**src/sv/free_list_node_allocator_defines.svh**
```systemverilog
// Assertion macros for the free list node allocator.
// Included by RTL files that carry concurrent checks; no other dependencies.
`ifndef FREE_LIST_NODE_ALLOCATOR_DEFINES_SVH
`define FREE_LIST_NODE_ALLOCATOR_DEFINES_SVH

`ifndef NO_ASSERTIONS
`define FNA_ASSERT(lbl, clk, rst, prop, msg) \
  lbl: assert property (@(posedge clk) disable iff (rst) (prop)) else $error(msg);
`define FNA_ASSERT_ALWAYS(lbl, clk, prop, msg) \
  lbl: assert property (@(posedge clk) (prop)) else $error(msg);
`else
`define FNA_ASSERT(lbl, clk, rst, prop, msg)
`define FNA_ASSERT_ALWAYS(lbl, clk, prop, msg)
`endif

`endif

```
**src/sv/fna_pkg.sv**
```systemverilog
// Shared types and constants for the free list node allocator.
// No dependencies; imported by fna_alu, fna_ctrl and the top level (fna_ram does not use it).
`timescale 1ns / 1ps

package fna_pkg;

  localparam int NODES_DEFAULT = 256;
  localparam int NODE_CAP      = 256;
  localparam int IDX_W         = 8;
  localparam int CNT_W         = 9;
  localparam int LINK_W        = 9;

  localparam logic [LINK_W-1:0] NULL_LINK  = 9'h100;
  localparam logic [CNT_W-1:0]  POOL_RESET = 9'd256;

  typedef enum logic [2:0] {
    ACT_INIT     = 3'd0,
    ACT_POP      = 3'd1,
    ACT_PUSH     = 3'd2,
    ACT_SPLICE   = 3'd3,
    ACT_SET_LINK = 3'd4
  } action_t;

  typedef enum logic {
    ALU_ADD_SAT = 1'b0,
    ALU_DEC     = 1'b1
  } alu_op_t;

  typedef struct packed {
    alu_op_t          op;
    logic [CNT_W-1:0] a;
    logic [CNT_W-1:0] b;
  } alu_req_t;

  function automatic int limit_of(input int nodes);
    return (nodes < NODE_CAP) ? nodes : NODE_CAP;
  endfunction

endpackage

```
**src/sv/fna_ram.sv**
```systemverilog
// Generic single write port, single read port RAM with registered read data.
// No dependencies.
`timescale 1ns / 1ps

module fna_ram #(
  parameter int WIDTH = 9,
  parameter int DEPTH = 256
) (
  input  logic                     clk,
  input  logic                     we,
  input  logic [$clog2(DEPTH)-1:0] waddr,
  input  logic [WIDTH-1:0]         wdata,
  input  logic [$clog2(DEPTH)-1:0] raddr,
  output logic [WIDTH-1:0]         rdata
);

  logic [WIDTH-1:0] mem [DEPTH];

  always_ff @(posedge clk) begin
    if (we) begin
      mem[waddr] <= wdata;
    end
    rdata <= mem[raddr];
  end

endmodule

```
**src/sv/fna_alu.sv**
```systemverilog
// Shared count unit: saturating add and floored decrement.
// Depends on fna_pkg.
`timescale 1ns / 1ps

module fna_alu #(
  parameter int NODES = fna_pkg::NODES_DEFAULT
) (
  input  fna_pkg::alu_req_t         req,
  output logic [fna_pkg::CNT_W-1:0] res
);

  import fna_pkg::*;

  localparam int LIMIT = limit_of(NODES);
  localparam logic [CNT_W-1:0] LIMIT_C = CNT_W'(LIMIT);

  logic [CNT_W:0] sum;

  assign sum = {1'b0, req.a} + {1'b0, req.b};

  always_comb begin
    case (req.op)
      ALU_ADD_SAT: res = (sum > {1'b0, LIMIT_C}) ? LIMIT_C : sum[CNT_W-1:0];
      ALU_DEC:     res = (req.a == '0) ? '0 : req.a - CNT_W'(1);
      default:     res = req.a;
    endcase
  end

endmodule

```
**src/sv/fna_ctrl.sv**
```systemverilog
// Sequencer for the free list: head, count, init walk and pop read.
// Depends on fna_pkg and free_list_node_allocator_defines.svh.
`timescale 1ns / 1ps

`include "free_list_node_allocator_defines.svh"

module fna_ctrl #(
  parameter int NODES = fna_pkg::NODES_DEFAULT,
  parameter int AW    = 8
) (
  input  logic                       clk,
  input  logic                       rst,
  input  logic                       start,
  output logic                       busy,
  input  logic [2:0]                 action,
  input  logic [fna_pkg::IDX_W-1:0]  node_index,
  input  logic [fna_pkg::IDX_W-1:0]  other_node,
  input  logic                       link_to_null,
  input  logic [fna_pkg::CNT_W-1:0]  slice_count,
  input  logic [fna_pkg::CNT_W-1:0]  pool_size,
  output logic                       done,
  output logic                       ok,
  output logic [fna_pkg::IDX_W-1:0]  popped_node,
  output logic [fna_pkg::CNT_W-1:0]  free_count,
  output logic                       list_empty,
  output logic                       mem_we,
  output logic [AW-1:0]              mem_waddr,
  output logic [fna_pkg::LINK_W-1:0] mem_wdata,
  output logic [AW-1:0]              mem_raddr,
  input  logic [fna_pkg::LINK_W-1:0] mem_rdata,
  output fna_pkg::alu_req_t          alu_req,
  input  logic [fna_pkg::CNT_W-1:0]  alu_res
);

  import fna_pkg::*;

  localparam int LIMIT = limit_of(NODES);
  localparam logic [CNT_W-1:0] LIMIT_C = CNT_W'(LIMIT);

  typedef enum logic [1:0] {
    ST_IDLE,
    ST_EXEC,
    ST_INIT,
    ST_POP
  } state_t;

  state_t             state;
  logic [2:0]         act;
  logic [IDX_W-1:0]   nd;
  logic [IDX_W-1:0]   oth;
  logic               to_null;
  logic [CNT_W-1:0]   slc;
  logic [IDX_W-1:0]   head;
  logic               head_valid;
  logic [CNT_W-1:0]   count;
  logic [IDX_W-1:0]   idx;
  logic [IDX_W-1:0]   prev;
  logic [IDX_W-1:0]   last;

  logic               node_ok;
  logic               other_ok;
  logic [CNT_W-1:0]   init_n;
  logic [IDX_W-1:0]   init_last;
  logic [LINK_W-1:0]  head_link;

  assign node_ok   = {1'b0, nd} < LIMIT_C;
  assign other_ok  = {1'b0, oth} < LIMIT_C;
  assign init_n    = (pool_size > LIMIT_C) ? LIMIT_C : pool_size;
  assign init_last = init_n[IDX_W-1:0] - IDX_W'(1);
  assign head_link = head_valid ? {1'b0, head} : NULL_LINK;

  assign free_count = count;
  assign list_empty = !head_valid;
  assign mem_raddr  = head[AW-1:0];

  always_comb begin
    alu_req.op = ALU_ADD_SAT;
    alu_req.a  = count;
    alu_req.b  = CNT_W'(1);
    mem_we     = 1'b0;
    mem_waddr  = nd[AW-1:0];
    mem_wdata  = NULL_LINK;
    case (state)
      ST_EXEC: begin
        case (act)
          ACT_INIT: begin
            mem_waddr = '0;
            mem_we    = (pool_size != '0);
          end
          ACT_PUSH: begin
            mem_wdata = head_link;
            mem_we    = node_ok;
          end
          ACT_SPLICE: begin
            alu_req.b = slc;
            mem_wdata = head_link;
            mem_we    = node_ok && other_ok;
          end
          ACT_SET_LINK: begin
            mem_wdata = to_null ? NULL_LINK : {1'b0, oth};
            mem_we    = node_ok && (to_null || other_ok);
          end
          default: begin
            mem_we = 1'b0;
          end
        endcase
      end
      ST_INIT: begin
        alu_req.a = {1'b0, idx};
        mem_waddr = idx[AW-1:0];
        mem_wdata = {1'b0, prev};
        mem_we    = 1'b1;
      end
      ST_POP: begin
        alu_req.op = ALU_DEC;
      end
      default: begin
        mem_we = 1'b0;
      end
    endcase
  end

  always_ff @(posedge clk) begin
    if (rst) begin
      state       <= ST_IDLE;
      busy        <= 1'b0;
      done        <= 1'b0;
      ok          <= 1'b0;
      popped_node <= '0;
      head        <= '0;
      head_valid  <= 1'b0;
      count       <= '0;
    end else begin
      done <= 1'b0;
      case (state)
        ST_IDLE: begin
          if (start) begin
            act         <= action;
            nd          <= node_index;
            oth         <= other_node;
            to_null     <= link_to_null;
            slc         <= slice_count;
            popped_node <= '0;
            busy        <= 1'b1;
            state       <= ST_EXEC;
          end
        end
        ST_EXEC: begin
          case (act)
            ACT_INIT: begin
              if (pool_size == '0) begin
                ok    <= 1'b0;
                done  <= 1'b1;
                busy  <= 1'b0;
                state <= ST_IDLE;
              end else begin
                head       <= init_last;
                head_valid <= 1'b1;
                count      <= init_n;
                if (init_last == '0) begin
                  ok    <= 1'b1;
                  done  <= 1'b1;
                  busy  <= 1'b0;
                  state <= ST_IDLE;
                end else begin
                  idx   <= IDX_W'(1);
                  prev  <= '0;
                  last  <= init_last;
                  state <= ST_INIT;
                end
              end
            end
            ACT_POP: begin
              if (head_valid) begin
                state <= ST_POP;
              end else begin
                ok    <= 1'b0;
                done  <= 1'b1;
                busy  <= 1'b0;
                state <= ST_IDLE;
              end
            end
            ACT_PUSH: begin
              if (node_ok) begin
                head       <= nd;
                head_valid <= 1'b1;
                count      <= alu_res;
              end
              ok    <= node_ok;
              done  <= 1'b1;
              busy  <= 1'b0;
              state <= ST_IDLE;
            end
            ACT_SPLICE: begin
              if (node_ok && other_ok) begin
                head       <= oth;
                head_valid <= 1'b1;
                count      <= alu_res;
              end
              ok    <= node_ok && other_ok;
              done  <= 1'b1;
              busy  <= 1'b0;
              state <= ST_IDLE;
            end
            ACT_SET_LINK: begin
              ok    <= node_ok && (to_null || other_ok);
              done  <= 1'b1;
              busy  <= 1'b0;
              state <= ST_IDLE;
            end
            default: begin
              ok    <= 1'b0;
              done  <= 1'b1;
              busy  <= 1'b0;
              state <= ST_IDLE;
            end
          endcase
        end
        ST_INIT: begin
          if (idx == last) begin
            ok    <= 1'b1;
            done  <= 1'b1;
            busy  <= 1'b0;
            state <= ST_IDLE;
          end else begin
            prev <= idx;
            idx  <= alu_res[IDX_W-1:0];
          end
        end
        ST_POP: begin
          popped_node <= head;
          if (mem_rdata[LINK_W-1]) begin
            head_valid <= 1'b0;
            head       <= '0;
          end else begin
            head <= mem_rdata[IDX_W-1:0];
          end
          count <= alu_res;
          ok    <= 1'b1;
          done  <= 1'b1;
          busy  <= 1'b0;
          state <= ST_IDLE;
        end
        default: begin
          busy  <= 1'b0;
          state <= ST_IDLE;
        end
      endcase
    end
  end

  `FNA_ASSERT(a_strobe_single, clk, rst, done |=> !done, "result strobe held twice")
  `FNA_ASSERT(a_done_idle, clk, rst, done |-> (!busy && state == ST_IDLE), "result while busy")
  `FNA_ASSERT_ALWAYS(a_count_cap, clk, rst || count <= LIMIT_C, "free count above node limit")
  `FNA_ASSERT(a_empty_by_pop, clk, rst, $fell(head_valid) |-> ($past(state == ST_POP) || $past(rst)), "list emptied outside pop")

endmodule

```
**src/sv/free_list_node_allocator.sv**
```systemverilog
// Top level of the free list node allocator: config register, sequencer,
// shared count unit and link RAM. Depends on fna_pkg, fna_ctrl, fna_alu, fna_ram.
//
//   channel   handshake                    payload
//   ------    ---------------------------  ------------------------------------------
//   item in   start & !busy                action node_index other_node
//                                          link_to_null slice_count
//   result    done (one cycle, no stall)   ok popped_node free_count list_empty
//   config    cfg_valid & cfg_ready        cfg_data (pool_size)
//
// Push, splice, set_link and rejected items: result set from the ST_EXEC state.
// Pop: result set from ST_POP after ST_EXEC; the head's link comes from the RAM read port.
// Init: ST_EXEC places node 0, then ST_INIT places the rest, one RAM write per cycle.
// Next item may start in the cycle the result shows; reset empties the list.
`timescale 1ns / 1ps

module free_list_node_allocator #(
  parameter int NODES = fna_pkg::NODES_DEFAULT
) (
  input  logic                      clk,
  input  logic                      rst,
  input  logic                      start,
  output logic                      busy,
  input  logic [2:0]                action,
  input  logic [fna_pkg::IDX_W-1:0] node_index,
  input  logic [fna_pkg::IDX_W-1:0] other_node,
  input  logic                      link_to_null,
  input  logic [fna_pkg::CNT_W-1:0] slice_count,
  output logic                      done,
  output logic                      ok,
  output logic [fna_pkg::IDX_W-1:0] popped_node,
  output logic [fna_pkg::CNT_W-1:0] free_count,
  output logic                      list_empty,
  input  logic                      cfg_valid,
  output logic                      cfg_ready,
  input  logic [fna_pkg::CNT_W-1:0] cfg_data
);

  import fna_pkg::*;

  localparam int LIMIT = limit_of(NODES);
  localparam int AW    = $clog2(LIMIT);

  logic [CNT_W-1:0]  pool_size;
  logic              mem_we;
  logic [AW-1:0]     mem_waddr;
  logic [LINK_W-1:0] mem_wdata;
  logic [AW-1:0]     mem_raddr;
  logic [LINK_W-1:0] mem_rdata;
  alu_req_t          alu_req;
  logic [CNT_W-1:0]  alu_res;

  assign cfg_ready = !busy;

  always_ff @(posedge clk) begin
    if (rst) begin
      pool_size <= POOL_RESET;
    end else if (cfg_valid && cfg_ready) begin
      pool_size <= cfg_data;
    end
  end

  fna_ctrl #(
    .NODES (NODES),
    .AW    (AW)
  ) u_ctrl (
    .clk          (clk),
    .rst          (rst),
    .start        (start),
    .busy         (busy),
    .action       (action),
    .node_index   (node_index),
    .other_node   (other_node),
    .link_to_null (link_to_null),
    .slice_count  (slice_count),
    .pool_size    (pool_size),
    .done         (done),
    .ok           (ok),
    .popped_node  (popped_node),
    .free_count   (free_count),
    .list_empty   (list_empty),
    .mem_we       (mem_we),
    .mem_waddr    (mem_waddr),
    .mem_wdata    (mem_wdata),
    .mem_raddr    (mem_raddr),
    .mem_rdata    (mem_rdata),
    .alu_req      (alu_req),
    .alu_res      (alu_res)
  );

  fna_alu #(
    .NODES (NODES)
  ) u_alu (
    .req (alu_req),
    .res (alu_res)
  );

  fna_ram #(
    .WIDTH (LINK_W),
    .DEPTH (LIMIT)
  ) u_link_ram (
    .clk   (clk),
    .we    (mem_we),
    .waddr (mem_waddr),
    .wdata (mem_wdata),
    .raddr (mem_raddr),
    .rdata (mem_rdata)
  );

endmodule

```
**config.mk**
```make
export PLATFORM = sky130hd
export DESIGN_NAME = free_list_node_allocator
export DESIGN_NICKNAME = d
export VERILOG_FILES = /design/src/sv/fna_pkg.sv /design/src/sv/fna_ram.sv /design/src/sv/fna_alu.sv /design/src/sv/fna_ctrl.sv /design/src/sv/free_list_node_allocator.sv
export VERILOG_INCLUDE_DIRS = /design/src /design/src/sv
export SDC_FILE = /design/constraint.sdc
export NUM_CORES = 2
export LEC_CHECK = 0
export BUFFER_PORTS_ARGS = -buffer_cell sky130_fd_sc_hd__buf_2
export CAP_MARGIN = 40
export CORE_MARGIN = 4
export CORE_UTILIZATION = 25
export CTS_BUF_LIST = sky130_fd_sc_hd__clkbuf_8
export DETAILED_ROUTE_END_ITERATION = 6
export MAX_ROUTING_LAYER = met4
export PLACE_DENSITY = 0.46
export SKIP_CTS_REPAIR_TIMING = 1
export SLEW_MARGIN = 40
export SYNTH_ARGS = -nofsm -noshare
export SYNTH_HDL_FRONTEND = slang
export SYNTH_SLANG_ARGS = --single-unit
```
**constraint.sdc**
```tcl
create_clock -name clk -period 12.5 [get_ports clk]
set_input_delay 2.5 -clock clk [delete_from_list [all_inputs] [get_ports clk]]
set_output_delay 2.5 -clock clk [all_outputs]
set_load 0.1 [all_outputs]
```
==> summary.md <==
| Metric | Value |
|---|---|
| Status | complete, no violations |
| Max-cap violations | 0 |
| Die width | 622 microns |
| Synth unique cells | roughly 80 |
| Initial Utilization | 0.251 |
| Fillers | roughly 37000 |
| Compound-gate portion of the synthesized area | 0.0345 |
| CP max-delay cell | a211oi_1 |
| Max clock buf depth | 4 |
| Area grow syn2layout | 16.1% |
| DRT Wirelength | ~270000 microns |
| Core Area | about 380000 sq um |
| Synth Area in Simple Gates | 0.0285 |
| Kind of cell adding the most delay to the critical path | compound AO/OA/AOI/OAI gates |
| Arrival time worst endpoint | about 5.8 ns |
| Final Non-Filler Cells | 10200 |
| Max_slew headroom | 0.390 |
| Pwr dens | around 150 nW/um^2 |
| RSZ-0062 raised after global routing | no |
| Largest family of logic cells by synthesized area | multiplexers |
| Tot Pwr | roughly 16 mW |
| Worst-margin pin slew | around 0.92 ns |
| Dpl cells | 9419 |
| Critical Path End Type | flip-flop |
| Number of port buffers | between 60 and 70 |
| Gr ovfl total | 0 |
| Vias per inst | about 4.6 |
| Min Tclk post-route | between 5 and 6 ns |
| F_max | around 0.20 GHz |
| Htree depth | 5 |
| Async SR Flop Fraction | 0 |
| Die Area | between 300000 and 400000 sq um |
| Rows | 225 |
| Nets | between 4000 and 5000 |
| Startpoint Class | flip-flop |
| Sequential fraction of the synthesis area | 0.763 |
| Largest net degree at the start of global routing | roughly 160 |
| Count leader, synth | edfxtp_1 |
| Ports | 64 |
| Yosys top cell area share | 0.752 |
| Overall routing resource usage | 0.139 |
| Clock Pin Slew Worst Setup and Hold Paths | about 0.07 ns |
| Num Clock Sinks | about 2400 |
| Crit path max fanout | 19 |
| CTS Buf Count | ~410 |
| Synth cell count leaders | 2357 x edfxtp_1, 592 x mux4_2, 339 x nor2_1 |
| Main area contributors after synthesis | edfxtp_1 75%, mux4_2 14%, nor2_1 1.4% |
| Critical Path RT | about 13 ns |
| Hold Path Class | flip-flop to flip-flop |
| Vias in the first global route | about 49000 |
| Register area | 71800 sq um |
| Synthesized area per cell | between 20 and 25 sq um |
| Leakage power | between 20 and 30 nW |
| Initial antenna violation count | 4 |
| Mapped Cells | 4526 |
| Largest area contributor in the netlist | edfxtp_1 |
| Setup CP Type | flip-flop to flip-flop |
| Final setup violation count | 0 |
| Peak supply drop | ~0.09 mV |
| Number of synthesized flops with an enable pin | 2357 |
| Synthesized cell area | approximately 94000 sq um |
| Synth Area in XOR/XNOR | 0.00214 |
| Die Y | roughly 620 microns |
| Crit path cell chain | inv_1 > ha_1 > buf_4 > inv_1 > a21oi_1 > inv_1 > ha_1 > fa_1 > a21o_1 > a221oi_1 > nor2_1 > a211oi_1 > nor2_1 > a22oi_1 > nor2_1 |
| Root Driver | clkbuf_8 |
| Adder-cell share of the synthesized area | 0.00247 |
| Post-synth net total | roughly 4600 |
| DRT Pass-1 Iters | 6 |
| Top_reg_cell synth | edfxtp_1 |
| Final worst-path cycle share | 0.404 |
| RePlAce Congestion | roughly 0.8 |
| Final Max Tran Viols | 0 |
| # DRC | 0 |
| Share of cells above drive strength 1 | 0.307 |
| Drt wl/cell | approximately 26 microns |
| Worst path buffer plus inverter count | 4 |
| Slowest stage delay, CP | a little over 0.6 ns |
| Final setup TNS | 0 ns |
| Via count | 47200 |
| CTS tree | built |
| DR iter-0 viols | roughly 4500 |
| Worst Skew | around 0.062 ns |
| Hold Fails Final Rpt | 0 |
| Clk_lat worst skew | 1.00 ns |
| Area of the multi-input gates | between 20000 and 25000 sq um |
| Register bit total from synthesis | about 2400 |
| Ys Warns | 0 |
| First-pass GRT wire length | between 300000 and 400000 microns |
| Routed Antenna Nets | 0 |
| Fin util | 0.291 |
| DPL Wire Length | approximately 160000 microns |
| Mux cell area share after synthesis | 0.155 |
-- through the flow --
step	hold WS [ns]	setup slack (ns)	cell area, sq um
2_1_floorplan	0.445	2.78	94100
3_3_place_gp	0.493	6.75	100000
3_5_place_dp	0.481	7.09	101000
4_1_cts	0.487	7.07	109000
5_1_grt	0.516	7.15	109000
6_report	0.490	7.45	109000
-- power by group --
| group | internal (mW) | total (mW) | switching (mW) | leakage [nW] |
|---|---|---|---|---|
| clock network | 3.50 | 6.72 | 3.22 | 4.35 |
| registers | 8.79 | 8.85 | 0.0571 | 17.7 |
| logic | 0.260 | 0.784 | 0.524 | 5.86 |
-- layout make-up --
| class | count | area share |
|---|---|---|
| multi-input cells | 1818 | 0.200 |
| inverters | 29 | 0.000996 |
| repair buffers | 182 | 0.0146 |
| well taps | 4994 | 0.0572 |
| flip-flops and latches | 2406 | 0.657 |
| clock inverters | 325 | 0.0174 |
| clock buffers | 417 | 0.0525 |
| diodes | 10 | 0.000229 |
-- cells by family after synthesis --
kind of cell | after synthesis
DFF | 2406
muxes | 720
adders and majority gates | 18
and+or+nand+nor | 614
AOI/OAI and AO/OA | 443
xor gates and xnor gates | 23
buffers and inverters | 302
-- sequential cells by signal (all words and copies together), names as in the netlist --
register,cells
pool_size,9
u_ctrl.act,3
u_ctrl.busy,1
u_ctrl.done,1
u_ctrl.free_count,9
u_ctrl.head_valid,1
u_ctrl.idx,8
u_ctrl.last,8
u_ctrl.mem_raddr,8
u_ctrl.nd,8
u_ctrl.ok,1
u_ctrl.oth,8
u_ctrl.popped_node,8
u_ctrl.prev,8
u_ctrl.slc,9
u_ctrl.state,2
u_ctrl.to_null,1
u_link_ram.mem,2304
u_link_ram.rdata,9
-- worst reg2reg max path, delay by kind of cell, from the launching register on --
family          cells  cell delay, ns
compound gates      5            1.91
fa+ha+maj           3            1.18
buf+inv             4            0.82
simple gates        3            0.51
flops               1            0.35
-- routing by layer --
layer | share of wire | track usage | up-vias
li1 | - | - | 19700
met4 | 0.025 | 0.0345 | 0
met3 | 0.051 | 0.0219 | 409
met1 | 0.45 | 0.191 | 25600
met2 | 0.47 | 0.218 | 1454
met5 | 0 | - | -
-- layout by cell type (no fill, tap or decap), types with 43 or more instances in the layout --
cell,instances
edfxtp_1,2357
mux4_2,592
clkbuf_8,417
nor2_2,231
inv_1,151
mux2i_1,127
clkinv_1,118
a22oi_1,106
nor2_1,99
nand2_1,87
buf_4,84
a21oi_1,79
buf_2,64
a211oi_1,47
dfxtp_1,43
-- final timing paths --
kind / start / to / slack (ns) / cells after the start
setup / recovery: u_ctrl.state[0] / u_ctrl.idx[2] / 7.45 / 15
hold / removal: u_ctrl.popped_node[7] / u_ctrl.popped_node[7] / 0.49 / 2
setup reg to reg: u_ctrl.state[0] / u_ctrl.idx[2] / 7.45 / 15
hold reg to reg: u_ctrl.popped_node[7] / u_ctrl.popped_node[7] / 0.49 / 2
Note: power is estimated with default switching activity, not from simulation.
